===== config.mk =====
export PLATFORM = sky130hd
export DESIGN_NAME = rtli_cell
export DESIGN_NICKNAME = d
export VERILOG_FILES = /design/src/rtl/ranked_top_list_insert_top_assert.svh /design/src/rtl/rtli_pkg.sv /design/src/rtl/rtli_cell.sv
export SDC_FILE = /design/constraint.sdc
export NUM_CORES = 1
export LEC_CHECK = 0
export BUFFER_PORTS_ARGS = -buffer_cell sky130_fd_sc_hd__buf_4
export CAP_MARGIN = 20
export CORE_UTILIZATION = 45
export CTS_CLUSTER_SIZE = 24
export DETAILED_ROUTE_END_ITERATION = 8
export SLEW_MARGIN = 5
export SYNTH_ARGS = -nofsm -noshare
export SYNTH_HDL_FRONTEND = slang
export SYNTH_SLANG_ARGS = --single-unit

===== constraint.sdc =====
create_clock -name clk_i -period 17.9 [get_ports clk_i]
set_input_delay 5.37 -clock clk_i [delete_from_list [all_inputs] [get_ports clk_i]]
set_output_delay 5.37 -clock clk_i [all_outputs]
set_load 0.05 [all_outputs]

===== src/rtl/ranked_top_list_insert_top_assert.svh =====
// Assertion macros shared by the ranked top list RTL.
`ifndef RANKED_TOP_LIST_INSERT_TOP_ASSERT_SVH
`define RANKED_TOP_LIST_INSERT_TOP_ASSERT_SVH

// Checked on every rising clock edge outside reset.
`define RTLI_ASSERT(lbl, prop, msg) \
  lbl: assert property (@(posedge clk_i) disable iff (!rst_ni) prop) \
    else $error(msg);

// Checked on every rising clock edge, reset included.
`define RTLI_ASSERT_ALWAYS(lbl, prop, msg) \
  lbl: assert property (@(posedge clk_i) prop) \
    else $error(msg);

`endif


===== src/rtl/rtli_pkg.sv =====
// Package with the constants, types and helpers of the ranked top list.
package rtli_pkg;

  localparam int MAX_ENTRIES = 8;
  localparam int NUM_LISTS   = 16;

  localparam int LIST_IN_W = 4;
  localparam int PTS_W     = 24;
  localparam int TAG_W     = 16;
  localparam int HER_W     = 16;
  localparam int TIME_W    = 20;
  localparam int RRANK_W   = 3;
  localparam int POS_W     = 4;

  localparam int LIST_W = (NUM_LISTS > 1) ? $clog2(NUM_LISTS) : 1;
  localparam int RANK_W = $clog2(MAX_ENTRIES);
  localparam int FILL_W = $clog2(MAX_ENTRIES + 1);
  localparam int CMP_W  = FILL_W + RRANK_W;

  typedef enum logic {
    OP_INSERT = 1'b0,
    OP_READ   = 1'b1
  } op_e;

  typedef enum logic [1:0] {
    ST_OK     = 2'd0,
    ST_ZERO   = 2'd1,
    ST_BELOW  = 2'd2,
    ST_BEYOND = 2'd3
  } status_e;

  typedef enum logic {
    S_IDLE,
    S_EVAL
  } state_e;

  typedef logic [LIST_W-1:0] list_t;

  typedef struct packed {
    logic [PTS_W-1:0]  points;
    logic [TAG_W-1:0]  player_tag;
    logic [HER_W-1:0]  herring_count;
    logic [TIME_W-1:0] elapsed_time;
  } rec_t;

  typedef struct packed {
    logic  rd_en;
    list_t rd_addr;
    logic  wr_en;
    list_t wr_addr;
    rec_t  new_rec;
  } cell_ctl_t;

  typedef struct packed {
    rec_t rec;
    logic here;
    logic valid;
  } link_t;

  function automatic list_t wrap_list(logic [LIST_IN_W-1:0] idx);
    list_t r;
    r = '0;
    for (int i = 0; i < 2 ** LIST_IN_W; i++) begin
      if (idx == LIST_IN_W'(i)) begin
        r = LIST_W'(i % NUM_LISTS);
      end
    end
    return r;
  endfunction

endpackage


===== src/rtl/rtli_cell.sv =====
// One rank cell: stores this rank for every list and does compare and shift.
module rtli_cell (
  input  logic               clk_i,
  input  rtli_pkg::cell_ctl_t ctl_i,
  input  logic               valid_i,
  input  rtli_pkg::link_t    prev_i,
  output rtli_pkg::link_t    link_o
);
  import rtli_pkg::*;

  rec_t mem_q [NUM_LISTS];
  rec_t rd_q;
  logic here;
  logic we;
  rec_t wdata;

  always_ff @(posedge clk_i) begin
    if (ctl_i.rd_en) begin
      rd_q <= mem_q[ctl_i.rd_addr];
    end
    if (we) begin
      mem_q[ctl_i.wr_addr] <= wdata;
    end
  end

  // The new record belongs at or above this rank when it beats the stored one.
  always_comb begin
    here   = !(valid_i && (ctl_i.new_rec.points <= rd_q.points));
    we     = ctl_i.wr_en && ((here && !prev_i.here) || (prev_i.here && prev_i.valid));
    wdata  = prev_i.here ? prev_i.rec : ctl_i.new_rec;
    link_o = '{rec: rd_q, here: here, valid: valid_i};
  end

endmodule


==> out/qor.log <==
[placed_design] Port-buffer cells 243
[floorplanning] total I/O pin count 244
[sta] Setup violations, final 0
[clock_tree] PostCTS Resize Cnt 0
[layout] Multi-input gate area 10,300 um2
[setup_path] biggest fanout along the worst timing path 3
[clock_tree] clock tree from TritonCTS built
[clock_tree] number of buffers inserted during clock tree synthesis 132
[grt] antenna violations before repair 2
[min_path] endpoint with the worst hold slack link_o[39]
[floorplanning] Total Die Area 111,000 um2
[min_path] number of instances on the worst hold path 2
[setup_path] Most Frequent Cell on Critical Path sky130_fd_sc_hd__o21ai_0
[yosys] count of warnings emitted by yosys 0
[sta] headroom to the max-slew limit 0.263
[pwr] Static Leakage 18.4 nW
[status] outcome completed
[yosys] area share of xor/xnor cells in the synthesized design 0
[sta] Total Neg Setup Slack 0 ps
[setup_path] worst flop-to-flop path endpoint mem_q[1][10]
[route] drt total wl 111,000 um
[route] first drt pass iteration count 5
[layout] most common cell after layout, fill and taps aside sky130_fd_sc_hd__edfxtp_1
[placed_design] placed wire-length estimate 57,400 um
[yosys] number of unique standard cell types used by synthesis 34
[setup_path] source of the critical timing path ctl_i[63]
[floorplanning] core footprint 109,000 um2
[route] Starting DRT DRC Count 2,280
[yosys] multiplexer share of the synthesized area 0.190
[route] routed length per placed instance 29.0 um
[layout] fillers 8,327
[pwr] total power divided by cell area 113 nW/um2
[clock_tree] number of H-tree levels 4
[setup_path] critical-path cell with the highest stage delay sky130_fd_sc_hd__o21ai_0
[clock_tree] total number of clock tree sinks 1,292
[placed_design] DP Area 53,300 um2
[min_path] class of the tightest hold or removal check reg -> reg
[yosys] adder-cell area share of the yosys netlist 0.00607
[setup_path] critical path startpoint category input port
[pwr] maximum vdd drop 71.3 uV
[placed_design] Final GP Congestion 0.737
[setup_path] worst reg2reg path depth 11
[yosys] cells after synthesis 1,967
[grt] via count of the first global-routing pass 23,436
[sta] Highest Clock Rate 78.4 MHz
[sta] final critical path time including I/O delays and setup 12,760 ps
[yosys] net count after synthesis 2,157
[setup_path] Worst R2R Start link_o[60]
[setup_path] critical path, cell by cell buf_4 -> ha_1 -> nand2_1 -> o21ai_0 -> a221oi_1 -> o21ai_0 -> nor2_1 -> o21ai_0 -> buf_4
[layout] ANT cells 0
[sta] Tcrit/Tclk final 0.713
[grt] pin count of the biggest net entering global routing 156
[route] via density per instance 5.79
[setup_path] Req. time, crit path 12,530 ps
[layout] non-filler cells in the finished layout 3,815
[yosys] simple logic cell fraction of the synthesized area 0.00364
[setup_path] Worst Path Class, Setup in -> out
[setup_path] reg-to-reg setup timing slack 13,060 ps
[sta] Final Max Slew Viols 0
[layout] Seq. cell area 38,800 um2
[grt] wire length of the first global-routing pass 160,000 um
[sta] final hold violations 0
[sta] worst clock skew on the final layout 27.4 ps
[yosys] number of synthesized register bits 1,292
[sta] final worst slack 5140 ps
[min_path] critical hold path startpoint mem_q[2][37]
[clock_tree] setup fix buffers added after clock tree synthesis 0
[grt] remaining global-route overflow 0
[clock_tree] hold-fix buffer count after cts 0
[floorplanning] Die Span Y 334 um
[layout] share of cells above drive strength 1 0.399
[clock_tree] clock insertion delay at the later pin of the skew report 740 ps
[setup_path] Arr. time, crit path 7390 ps
[setup_path] CP peak stage delay 660 ps
[floorplanning] site row count 121
[sta] worst-margin pin slew 1100 ps
[clock_tree] root buffer cell sky130_fd_sc_hd__clkbuf_16
[route] remaining antenna violation count 0
[layout] Area growth, synth to finish 16.2%
[job] count of maximum capacitance violations 0
[pwr] post-route total power 0.00652 W
[route] DRC Markers 0
[yosys] synthesized-area fraction occupied by ao, oa, aoi and oai cells 0.00551
[clock_tree] clk slew on worst S/H paths 60 ps
[floorplanning] width of the die 334 um
[layout] post-layout instance area 57,500 um2
[yosys] Mapped Area 49,500 um2
[yosys] synthesized area per cell 25.2 um2
[route] number of vias in the routed layout 22,083
[yosys] largest family of logic cells by synthesized area multiplexers
[layout] most frequent cells in the layout sky130_fd_sc_hd__edfxtp_1 (1,292), sky130_fd_sc_hd__mux4_2 (380), sky130_fd_sc_hd__buf_4 (287), sky130_fd_sc_hd__clkbuf_16 (135), sky130_fd_sc_hd__mux2_2 (75)
[placed_design] dpl cells 3,575
[placed_design] dpl ws 5070 ps
[setup_path] CP Capture Type primary output
[floorplanning] effective utilization at floorplan 0.454
[yosys] portion of the post-synthesis area used by sequential elements 0.784
[sta] RSZ-0062 raised after global routing false
[clock_tree] maximum buffer depth of the clock tree 3
[grt] overall global routing resource usage 0.202
[layout] Final Net Count 2,488
[Yosys cell counts]
master                      instances  area share
sky130_fd_sc_hd__or2_2              1     0.00013
sky130_fd_sc_hd__buf_1              2     0.00015
sky130_fd_sc_hd__a2111oi_2          1     0.00030
sky130_fd_sc_hd__nor4_2             1     0.00025
sky130_fd_sc_hd__buf_4              2     0.00030
sky130_fd_sc_hd__clkbuf_1          57      0.0043
sky130_fd_sc_hd__nand4_1            5     0.00063
sky130_fd_sc_hd__buf_6              2     0.00046
sky130_fd_sc_hd__ha_1              24      0.0061
sky130_fd_sc_hd__a211oi_1          12      0.0018
sky130_fd_sc_hd__or3b_2             1     0.00018
sky130_fd_sc_hd__a221oi_1           1     0.00018
sky130_fd_sc_hd__nand2_1            8     0.00061
sky130_fd_sc_hd__mux4_2           380        0.17
sky130_fd_sc_hd__buf_2             36      0.0036
sky130_fd_sc_hd__nand2b_1           2     0.00025
sky130_fd_sc_hd__nand3b_1           2     0.00030
sky130_fd_sc_hd__nand4_2            1     0.00025
sky130_fd_sc_hd__nor2_1             3     0.00023
sky130_fd_sc_hd__o21a_1             1     0.00015
sky130_fd_sc_hd__inv_1             26      0.0020
sky130_fd_sc_hd__or4_1              1     0.00015
sky130_fd_sc_hd__o211ai_2           1     0.00025
sky130_fd_sc_hd__a2111oi_1          3     0.00061
sky130_fd_sc_hd__nand3_1            2     0.00020
sky130_fd_sc_hd__o211ai_1           1     0.00015
sky130_fd_sc_hd__or3_1              1     0.00013
sky130_fd_sc_hd__edfxtp_1        1292        0.78
sky130_fd_sc_hd__mux2_2            75       0.017
sky130_fd_sc_hd__o22ai_1            1     0.00013
sky130_fd_sc_hd__nor2b_1            1     0.00013
sky130_fd_sc_hd__nor3_1             2     0.00020
sky130_fd_sc_hd__a21oi_1           12      0.0012
sky130_fd_sc_hd__o21ai_0            7     0.00071
[power by group]
group,internal (W),switching (W),total [W]
Combinational,0.000162,0.000255,0.000417
Clock,0.00156,0.00112,0.00268
Sequential,0.00340,0.0000161,0.00342
[kinds of logic (layout without fill, tap and decap cells)]
kind of cell	Yosys count	count (layout)
flip-flops	1292	1292
AO/OA/AOI/OAI	40	40
adder cells (fa/ha/maj)	24	24
AND/OR/NAND/NOR	31	31
buffers and inverters	125	559
multiplexers	455	455
[cell type report]
type	instances	share of cell area
tap	1414	0.0308
inverter	26	0.00170
sequential	1292	0.674
multi-input combinational	550	0.180
clock inverter	81	0.0132
timing repair buffer	296	0.0401
clock buffer	156	0.0601
[stage by stage]
step | utilization | hold slack [ps]
final | 0.528 | 831
after global routing | 0.528 | 858
after CTS | 0.527 | 833
after global placement | 0.489 | 827
after detailed placement | 0.489 | 830
after floorplan | - | 817
[flip-flops by register name, summed over array words and instances, names as in the netlist]
register,count
link_o,76
mem_q,1216
[worst max path at each step]
| stage | to | slack [ps] | cells after the start |
|---|---|---|---|
| final | link_o[1] | 5140 | 9 |
| after global routing | link_o[1] | 5020 | 9 |
| after CTS | link_o[1] | 5070 | 9 |
| after detailed placement | link_o[1] | 5070 | 9 |
| after global placement | link_o[1] | 5040 | 9 |
| after floorplan | mem_q[2][0] | 2200 | 7 |
[worst max-delay path, delay by kind of cell]
kind / cells / cell delay [ps]
buffers and inverters: 2 / 340
AOI/OAI and AO/OA: 4 / 1220
and+or+nand+nor: 2 / 150
adders and majority gates: 1 / 300
[per-layer routing]
layer / global-route usage / part of all wire / up-vias
li1: - / - / 9223
met2: 0.336 / 0.51 / 695
met1: 0.280 / 0.42 / 12032
met3: 0.0328 / 0.053 / 133
met5: 0 / 0 / -
met4: 0.0507 / 0.017 / 0
No activity file was read; power rests on OpenSTA's default activity.
