[config.mk]
export PLATFORM = sky130hd
export DESIGN_NAME = rtli_ctrl_flat
export DESIGN_NICKNAME = d
export VERILOG_FILES = /design/src/rtl/rtli_pkg.sv /design/src/rtl/rtli_in_if.sv /design/src/rtl/rtli_out_if.sv /design/src/rtl/rtli_ctrl.sv /design/src/flat_wrapper.sv
export VERILOG_INCLUDE_DIRS = /design/src /design/src/rtl
export SDC_FILE = /design/constraint.sdc
export NUM_CORES = 1
export LEC_CHECK = 0
export BUFFER_PORTS_ARGS = -buffer_cell sky130_fd_sc_hd__buf_2
export CAP_MARGIN = 10
export CORE_AREA = 2 2 342 344
export DETAILED_ROUTE_END_ITERATION = 6
export DIE_AREA = 0 0 344 346
export GPL_TIMING_DRIVEN = 0
export PLACE_DENSITY = 0.31
export SETUP_SLACK_MARGIN = 0.02
export SLEW_MARGIN = 20
export SYNTH_ARGS = -nofsm -noshare
export SYNTH_HDL_FRONTEND = slang
export SYNTH_SLANG_ARGS = --single-unit
[constraint.sdc]
create_clock -name clk_i -period 11.7 [get_ports clk_i]
set_clock_uncertainty 0.05 [all_clocks]
set_input_delay 0.585 -clock clk_i [delete_from_list [all_inputs] [get_ports clk_i]]
set_output_delay 0.585 -clock clk_i [all_outputs]
set_load 0.01 [all_outputs]
[src/rtl/ranked_top_list_insert_top_assert.svh]
// Assertion macros shared by the ranked top list RTL.
`ifndef RANKED_TOP_LIST_INSERT_TOP_ASSERT_SVH
`define RANKED_TOP_LIST_INSERT_TOP_ASSERT_SVH

// Checked on every rising clock edge outside reset.
`define RTLI_ASSERT(lbl, prop, msg) \
  lbl: assert property (@(posedge clk_i) disable iff (!rst_ni) prop) \
    else $error(msg);

// Checked on every rising clock edge, reset included.
`define RTLI_ASSERT_ALWAYS(lbl, prop, msg) \
  lbl: assert property (@(posedge clk_i) prop) \
    else $error(msg);

`endif

[src/rtl/rtli_pkg.sv]
// Package with the constants, types and helpers of the ranked top list.
package rtli_pkg;

  localparam int MAX_ENTRIES = 8;
  localparam int NUM_LISTS   = 16;

  localparam int LIST_IN_W = 4;
  localparam int PTS_W     = 24;
  localparam int TAG_W     = 16;
  localparam int HER_W     = 16;
  localparam int TIME_W    = 20;
  localparam int RRANK_W   = 3;
  localparam int POS_W     = 4;

  localparam int LIST_W = (NUM_LISTS > 1) ? $clog2(NUM_LISTS) : 1;
  localparam int RANK_W = $clog2(MAX_ENTRIES);
  localparam int FILL_W = $clog2(MAX_ENTRIES + 1);
  localparam int CMP_W  = FILL_W + RRANK_W;

  typedef enum logic {
    OP_INSERT = 1'b0,
    OP_READ   = 1'b1
  } op_e;

  typedef enum logic [1:0] {
    ST_OK     = 2'd0,
    ST_ZERO   = 2'd1,
    ST_BELOW  = 2'd2,
    ST_BEYOND = 2'd3
  } status_e;

  typedef enum logic {
    S_IDLE,
    S_EVAL
  } state_e;

  typedef logic [LIST_W-1:0] list_t;

  typedef struct packed {
    logic [PTS_W-1:0]  points;
    logic [TAG_W-1:0]  player_tag;
    logic [HER_W-1:0]  herring_count;
    logic [TIME_W-1:0] elapsed_time;
  } rec_t;

  typedef struct packed {
    logic  rd_en;
    list_t rd_addr;
    logic  wr_en;
    list_t wr_addr;
    rec_t  new_rec;
  } cell_ctl_t;

  typedef struct packed {
    rec_t rec;
    logic here;
    logic valid;
  } link_t;

  function automatic list_t wrap_list(logic [LIST_IN_W-1:0] idx);
    list_t r;
    r = '0;
    for (int i = 0; i < 2 ** LIST_IN_W; i++) begin
      if (idx == LIST_IN_W'(i)) begin
        r = LIST_W'(i % NUM_LISTS);
      end
    end
    return r;
  endfunction

endpackage

[src/rtl/rtli_in_if.sv]
// Request channel interface of the ranked top list.
interface rtli_in_if;
  import rtli_pkg::*;

  logic                 valid;
  logic                 ready;
  op_e                  operation;
  logic [LIST_IN_W-1:0] list_index;
  logic [PTS_W-1:0]     points;
  logic [TAG_W-1:0]     player_tag;
  logic [HER_W-1:0]     herring_count;
  logic [TIME_W-1:0]    elapsed_time;
  logic [RRANK_W-1:0]   read_rank;

  modport source (
    output valid, operation, list_index, points, player_tag, herring_count,
           elapsed_time, read_rank,
    input  ready
  );

  modport sink (
    input  valid, operation, list_index, points, player_tag, herring_count,
           elapsed_time, read_rank,
    output ready
  );
endinterface

[src/rtl/rtli_out_if.sv]
// Result channel interface of the ranked top list.
interface rtli_out_if;
  import rtli_pkg::*;

  logic              valid;
  logic              ready;
  logic [POS_W-1:0]  position;
  status_e           status;
  logic [POS_W-1:0]  entry_count;
  logic [PTS_W-1:0]  out_points;
  logic [TAG_W-1:0]  out_player_tag;
  logic [HER_W-1:0]  out_herring_count;
  logic [TIME_W-1:0] out_elapsed_time;

  modport source (
    output valid, position, status, entry_count, out_points, out_player_tag,
           out_herring_count, out_elapsed_time,
    input  ready
  );

  modport sink (
    input  valid, position, status, entry_count, out_points, out_player_tag,
           out_herring_count, out_elapsed_time,
    output ready
  );
endinterface

[src/rtl/rtli_ctrl.sv]
// Sequencer, list fill counters and result register of the ranked top list.
`include "ranked_top_list_insert_top_assert.svh"

module rtli_ctrl (
  input  logic                                clk_i,
  input  logic                                rst_ni,
  rtli_in_if.sink                             in_i,
  rtli_out_if.source                          out_o,
  output rtli_pkg::cell_ctl_t                 ctl_o,
  output logic [rtli_pkg::MAX_ENTRIES-1:0]    valid_o,
  input  logic [rtli_pkg::MAX_ENTRIES-1:0]    here_i,
  input  rtli_pkg::rec_t                      rec_i [rtli_pkg::MAX_ENTRIES]
);
  import rtli_pkg::*;

  state_e             state_q, state_d;
  op_e                op_q;
  list_t              list_q;
  rec_t               new_q;
  logic [RRANK_W-1:0] rrank_q;
  logic [FILL_W-1:0]  fill_q [NUM_LISTS];

  logic               out_valid_q, out_valid_d;
  logic [POS_W-1:0]   pos_q, pos_d;
  status_e            status_q, status_d;
  logic [POS_W-1:0]   cnt_q, cnt_d;
  rec_t               orec_q, orec_d;

  logic               accept;
  logic               done;
  logic               rd_ok;
  logic               commit;
  rec_t               sel_rec;
  logic [FILL_W-1:0]  num;
  logic [FILL_W-1:0]  num_new;
  logic [FILL_W-1:0]  pos_cnt;

  assign in_i.ready = (state_q == S_IDLE);
  assign accept     = in_i.valid && in_i.ready;

  always_comb begin
    num     = fill_q[list_q];
    done    = !out_valid_q || out_o.ready;
    rd_ok   = CMP_W'(rrank_q) < CMP_W'(num);
    sel_rec = rec_i[RANK_W'(rrank_q)];
    pos_cnt = FILL_W'($countones(~here_i));
    num_new = (num < FILL_W'(MAX_ENTRIES)) ? num + 1'b1 : num;
    for (int i = 0; i < MAX_ENTRIES; i++) begin
      valid_o[i] = num > FILL_W'(i);
    end
  end

  always_comb begin
    state_d     = state_q;
    commit      = 1'b0;
    out_valid_d = out_valid_q && !out_o.ready;
    pos_d       = pos_q;
    status_d    = status_q;
    cnt_d       = cnt_q;
    orec_d      = orec_q;
    case (state_q)
      S_IDLE: begin
        if (accept) begin
          state_d = S_EVAL;
        end
      end
      S_EVAL: begin
        if (done) begin
          state_d     = S_IDLE;
          out_valid_d = 1'b1;
          cnt_d       = POS_W'(num);
          orec_d      = '0;
          pos_d       = POS_W'(MAX_ENTRIES);
          status_d    = ST_OK;
          if (op_q == OP_READ) begin
            if (rd_ok) begin
              pos_d  = POS_W'(rrank_q);
              orec_d = sel_rec;
            end else begin
              status_d = ST_BEYOND;
            end
          end else if (new_q.points == '0) begin
            status_d = ST_ZERO;
          end else if (!here_i[MAX_ENTRIES-1]) begin
            status_d = ST_BELOW;
          end else begin
            commit = 1'b1;
            pos_d  = POS_W'(pos_cnt);
            cnt_d  = POS_W'(num_new);
          end
        end
      end
      default: begin
        state_d = S_IDLE;
      end
    endcase
  end

  always_comb begin
    ctl_o.rd_en   = accept;
    ctl_o.rd_addr = wrap_list(in_i.list_index);
    ctl_o.wr_en   = commit;
    ctl_o.wr_addr = list_q;
    ctl_o.new_rec = new_q;
  end

  always_ff @(posedge clk_i or negedge rst_ni) begin
    if (!rst_ni) begin
      state_q     <= S_IDLE;
      out_valid_q <= 1'b0;
      for (int i = 0; i < NUM_LISTS; i++) begin
        fill_q[i] <= '0;
      end
    end else begin
      state_q     <= state_d;
      out_valid_q <= out_valid_d;
      if (commit) begin
        fill_q[list_q] <= num_new;
      end
    end
  end

  always_ff @(posedge clk_i) begin
    if (accept) begin
      op_q    <= in_i.operation;
      list_q  <= wrap_list(in_i.list_index);
      rrank_q <= in_i.read_rank;
      new_q   <= '{points: in_i.points, player_tag: in_i.player_tag,
                   herring_count: in_i.herring_count,
                   elapsed_time: in_i.elapsed_time};
    end
    pos_q    <= pos_d;
    status_q <= status_d;
    cnt_q    <= cnt_d;
    orec_q   <= orec_d;
  end

  assign out_o.valid             = out_valid_q;
  assign out_o.position          = pos_q;
  assign out_o.status            = status_q;
  assign out_o.entry_count       = cnt_q;
  assign out_o.out_points        = orec_q.points;
  assign out_o.out_player_tag    = orec_q.player_tag;
  assign out_o.out_herring_count = orec_q.herring_count;
  assign out_o.out_elapsed_time  = orec_q.elapsed_time;

  `RTLI_ASSERT(a_here_sorted, (state_q == S_EVAL) |-> (((here_i << 1) & ~here_i) == '0), "rank compare results are not monotonic")
  `RTLI_ASSERT(a_fill_step, (commit && (num != FILL_W'(MAX_ENTRIES))) |=> (fill_q[$past(list_q)] == $past(num) + 1'b1), "list fill did not grow after an insert")
  `RTLI_ASSERT(a_read_nonzero, ((state_q == S_EVAL) && (op_q == OP_READ) && rd_ok) |-> (sel_rec.points != '0), "stored record read back with zero points")
  `RTLI_ASSERT(a_single_write, commit |=> !commit, "an insert was written twice")
  `RTLI_ASSERT_ALWAYS(a_fill_bound, (state_q == S_EVAL) |-> (num <= FILL_W'(MAX_ENTRIES)), "list fill exceeds the list length")

endmodule

[src/flat_wrapper.sv]
// flat-port wrapper written by rule: the top's interface ports become plain ports
module rtli_ctrl_flat import rtli_pkg::*;
  (clk_i, rst_ni, ctl_o, valid_o, here_i, rec_i, in_i_valid, in_i_operation, in_i_list_index, in_i_points, in_i_player_tag, in_i_herring_count, in_i_elapsed_time, in_i_read_rank, in_i_ready, out_o_valid, out_o_position, out_o_status, out_o_entry_count, out_o_out_points, out_o_out_player_tag, out_o_out_herring_count, out_o_out_elapsed_time, out_o_ready);
  rtli_in_if in_i_i ();
  rtli_out_if out_o_i ();
  input  logic clk_i;
  input  logic rst_ni;
  output rtli_pkg::cell_ctl_t ctl_o;
  output logic [rtli_pkg::MAX_ENTRIES-1:0] valid_o;
  input  logic [rtli_pkg::MAX_ENTRIES-1:0] here_i;
  input  rtli_pkg::rec_t rec_i[rtli_pkg::MAX_ENTRIES];
  input wire logic [$bits(in_i_i.valid)-1:0] in_i_valid;
  input wire logic [$bits(in_i_i.operation)-1:0] in_i_operation;
  input wire logic [$bits(in_i_i.list_index)-1:0] in_i_list_index;
  input wire logic [$bits(in_i_i.points)-1:0] in_i_points;
  input wire logic [$bits(in_i_i.player_tag)-1:0] in_i_player_tag;
  input wire logic [$bits(in_i_i.herring_count)-1:0] in_i_herring_count;
  input wire logic [$bits(in_i_i.elapsed_time)-1:0] in_i_elapsed_time;
  input wire logic [$bits(in_i_i.read_rank)-1:0] in_i_read_rank;
  output wire logic [$bits(in_i_i.ready)-1:0] in_i_ready;
  output wire logic [$bits(out_o_i.valid)-1:0] out_o_valid;
  output wire logic [$bits(out_o_i.position)-1:0] out_o_position;
  output wire logic [$bits(out_o_i.status)-1:0] out_o_status;
  output wire logic [$bits(out_o_i.entry_count)-1:0] out_o_entry_count;
  output wire logic [$bits(out_o_i.out_points)-1:0] out_o_out_points;
  output wire logic [$bits(out_o_i.out_player_tag)-1:0] out_o_out_player_tag;
  output wire logic [$bits(out_o_i.out_herring_count)-1:0] out_o_out_herring_count;
  output wire logic [$bits(out_o_i.out_elapsed_time)-1:0] out_o_out_elapsed_time;
  input wire logic [$bits(out_o_i.ready)-1:0] out_o_ready;
  assign in_i_i.valid = in_i_valid;
  assign in_i_i.operation = in_i_operation;
  assign in_i_i.list_index = in_i_list_index;
  assign in_i_i.points = in_i_points;
  assign in_i_i.player_tag = in_i_player_tag;
  assign in_i_i.herring_count = in_i_herring_count;
  assign in_i_i.elapsed_time = in_i_elapsed_time;
  assign in_i_i.read_rank = in_i_read_rank;
  assign in_i_ready = in_i_i.ready;
  assign out_o_valid = out_o_i.valid;
  assign out_o_position = out_o_i.position;
  assign out_o_status = out_o_i.status;
  assign out_o_entry_count = out_o_i.entry_count;
  assign out_o_out_points = out_o_i.out_points;
  assign out_o_out_player_tag = out_o_i.out_player_tag;
  assign out_o_out_herring_count = out_o_i.out_herring_count;
  assign out_o_out_elapsed_time = out_o_i.out_elapsed_time;
  assign out_o_i.ready = out_o_ready;
  rtli_ctrl u_core (.clk_i(clk_i), .rst_ni(rst_ni), .in_i(in_i_i), .out_o(out_o_i), .ctl_o(ctl_o), .valid_o(valid_o), .here_i(here_i), .rec_i(rec_i));
endmodule
==> results_dict.tcl <==
set metrics [dict create \
    cts_buffers 36 \
    final_nets 2603 \
    postCtsResizedCells 0 \
    ioPinCount 886 \
    fin_crit_ns 4.78 \
    syn_inst 955 \
    cellPowerDensity_nw_per_um2 181 \
    grt_start_max_net_pins 59 \
    p_leak_nw 9.10 \
    die_y_microns 346 \
    clockRootBuffer "clkbuf_16" \
    cts_htree_levels 2 \
    combPwrFrac_pct 37.3 \
    p_int_mw 2.44 \
    critical_path.slowest_cell "a21oi_2" \
    p_sw_share_pct 36.7 \
    postPlaceCellArea_sq_um 20000 \
    dieWidth_microns 344 \
    hpwl_microns 85600 \
    clkPwrFrac_pct 29.2 \
    timing.hold.ws_ns 0.139 \
    status "finished with violations" \
    synth_edf_count 170 \
    initial_core_util_pct 11.7 \
    path_common_cell "buf_4" \
    final_antenna_net_count 0 \
    io_buffer_count 881 \
    tightest_slew_ns 1.11 \
    grt_pass1_wl_microns 126000 \
    max_freq_mhz 209 \
    first_iter_violations 1222 \
    switching_power_mw 1.42 \
    totalWireLength_microns 98700 \
    cts_setup_buffers 0 \
    critPathMaxStageDelay_ns 0.76 \
    drive_gt1_share_pct 61.6 \
    wire_per_inst_microns 28.4 \
    antenna_found_initial 94 \
    cts_hold_buffers 1 \
    fin_util_pct 18.5 \
    clock-sinks 236 \
    rsz0062_at_grt "no" \
    areaGrowthSynthToFinish_pct 57.8 \
    ir_drop_uv 79.7 \
    critPathKind "flip-flop to flip-flop" \
    synth_nets 1677 \
    cts_tree "done" \
    first_global_vias 13800 \
    cp-start-kind "flip-flop" \
    endpoint_kind "flip-flop" \
    yosysWarnings 0 \
    coreArea_sq_um 115000 \
    via_count 13200 \
    ys_types 46 \
    avgSynthCellArea_sq_um 14.1 \
    crit_chain "buf_2, buf_4, mux4_2, a22o_1, nor2_1, ha_1, o21a_1, nor2_1, o21a_1, a21oi_2, buf_4, buf_4, a21oi_1" \
    ys_seq_area_share_pct 50.0 \
    setup_viol 0 \
    seq_power_share_pct 33.5 \
    maxCapViolations 0 \
    worstPathRequired_ns 11.95 \
    clk_latency_ns 0.57 \
    rows 125 \
    finalSetupTns_ns 0 \
    firstDrtPassIters 7 \
    synth_flop_cell "edfxtp_1" \
    cp.arrival_ns 5.03 \
    netlist_area_sq_um 13500 \
    critPathMaxFanout 10 \
    async_flop_share_pct 28.0 \
    die_area_sq_um 119000 \
    post-route-cell-area_sq_um 21300 \
    drc 2 \
    layout_commonest_cell "buf_2" \
    cts_buffer_depth 3 \
    hp-class "input pin to flip-flop" \
    gp_congestion 0.987 \
    cts.clk_slew.worst_paths_ns 0.06 \
    slew_headroom_pct 25.8 \
    synth_seq_cells 236 \
    grt_use_total_pct 16.0 \
    slew_viol_final 0 \
    fin_crit_sh_pct 40.8 \
    layout_common_cells "893 x buf_2, 187 x nand2_1, 170 x edfxtp_1" \
    grt-ovfl-total 0 \
    final-hold-violation-count 0 \
    violations "DRC" \
    via_per_inst 3.79 \
]
-- state kept, by name, indices dropped and copies added (netlist names) --
name and count:
u_core.out_o.status 2, u_core.rrank_q 3, u_core.out_o.out_herring_count 16, u_core.out_o.out_elapsed_time 20
u_core.fill_q 64, u_core.out_o.out_points 24, u_core.out_o.position 4, u_core.out_o.entry_count 4
u_core.ctl_o 76, u_core.list_q 4, u_core.out_o.valid 1, u_core.state_q 1
u_core.op_q 1, u_core.out_o.out_player_tag 16
-- per-layer routing --
metal  GRT usage (%)  share of wire, %  up-vias
met5               0              0.25        -
met4            5.12               2.3       40
met3            6.71                12      138
met2            24.4                46      674
met1            20.1                39     6643
li1                -                 -     5657
-- per-stage QoR --
step	cells	worst slack (ns)	power (mW)
global placement	3360	3.56	2.77
detailed placement	3366	6.70	2.77
floorplan	955	6.27	2.02
CTS	3432	6.69	3.94
finish	3472	6.92	3.85
global route	3447	6.59	4.07
-- power groups by stage --
stage                     sequential [mW]  clock, mW  combinational [mW]
after floorplan                      1.38          0               0.643
after global placement               1.33          0                1.43
after detailed placement             1.30          0                1.47
after CTS                            1.29       1.17                1.48
after global routing                 1.31       1.20                1.56
final                                1.29       1.12                1.44
-- area by class of cell --
| type | instances | area, sq um |
|---|---|---|
| diodes | 40 | 100 |
| plain buffers | 79 | 339 |
| clock buffers | 48 | 977 |
| clock inverters | 17 | 211 |
| fillers | 12900 | 94100 |
| inverters | 35 | 136 |
| multi-input cells | 605 | 6300 |
| flip-flops and latches | 236 | 6760 |
| well taps | 1524 | 1910 |
| repair buffers | 888 | 4580 |
-- cell families after synthesis --
| logic type | share of synthesized area (%) |
|---|---|
| and+or+nand+nor | 7.34 |
| buffers and inverters | 3.41 |
| AOI/OAI and AO/OA | 5.81 |
| DFF | 50.0 |
| muxes | 31.4 |
| adders and majority gates | 1.89 |
| xor gates and xnor gates | 0.130 |
-- worst paths after layout --
path	slack (ns)	from	depth (start not counted)	to
worst min-delay path	0.14	in_i_herring_count[14]	1	u_core.ctl_o[34]$_DFFE_PP_
max in group asynchronous	10.60	rst_ni	3	u_core.fill_q[44]$_DFFE_PN0P_
worst min register to register	0.42	u_core.fill_q[16]$_DFFE_PN0P_	2	u_core.fill_q[16]$_DFFE_PN0P_
min in group asynchronous	0.45	rst_ni	2	u_core.fill_q[1]$_DFFE_PN0P_
worst max-delay path	6.92	u_core.list_q[1]$_DFFE_PP_	13	u_core.out_o.out_elapsed_time[9]$_SDFFCE_PN0P_
worst max register to register	6.92	u_core.list_q[1]$_DFFE_PP_	13	u_core.out_o.out_elapsed_time[9]$_SDFFCE_PN0P_
-- critical path: cells and delay by family, from the launching register on --
family | cells | cell delay, ns
AOI/OAI and AO/OA | 5 | 1.41
adders and majority gates | 1 | 0.30
muxes | 1 | 0.33
and+or+nand+nor | 2 | 0.65
DFF | 1 | 0.43
buffers and inverters | 4 | 1.33
-- cells in the mapped netlist (all sizes together), types with 6 or more instances --
| cell | count | share of area, % |
|---|---|---|
| buf | 30 | 1.1 |
| mux4 | 169 | 28 |
| o21ai | 28 | 1.0 |
| mux2i | 6 | 0.44 |
| nor4 | 8 | 0.37 |
| nor2 | 16 | 0.44 |
| o211ai | 12 | 0.67 |
| clkbuf | 49 | 1.4 |
| nor2b | 7 | 0.32 |
| dfrtp | 66 | 12 |
| edfxtp | 170 | 38 |
| inv | 35 | 0.97 |
| a21oi | 79 | 3.0 |
| mux2 | 33 | 2.8 |
| ha | 14 | 1.3 |
| nand2 | 187 | 5.2 |
Note: power is estimated with default switching activity, not from simulation.
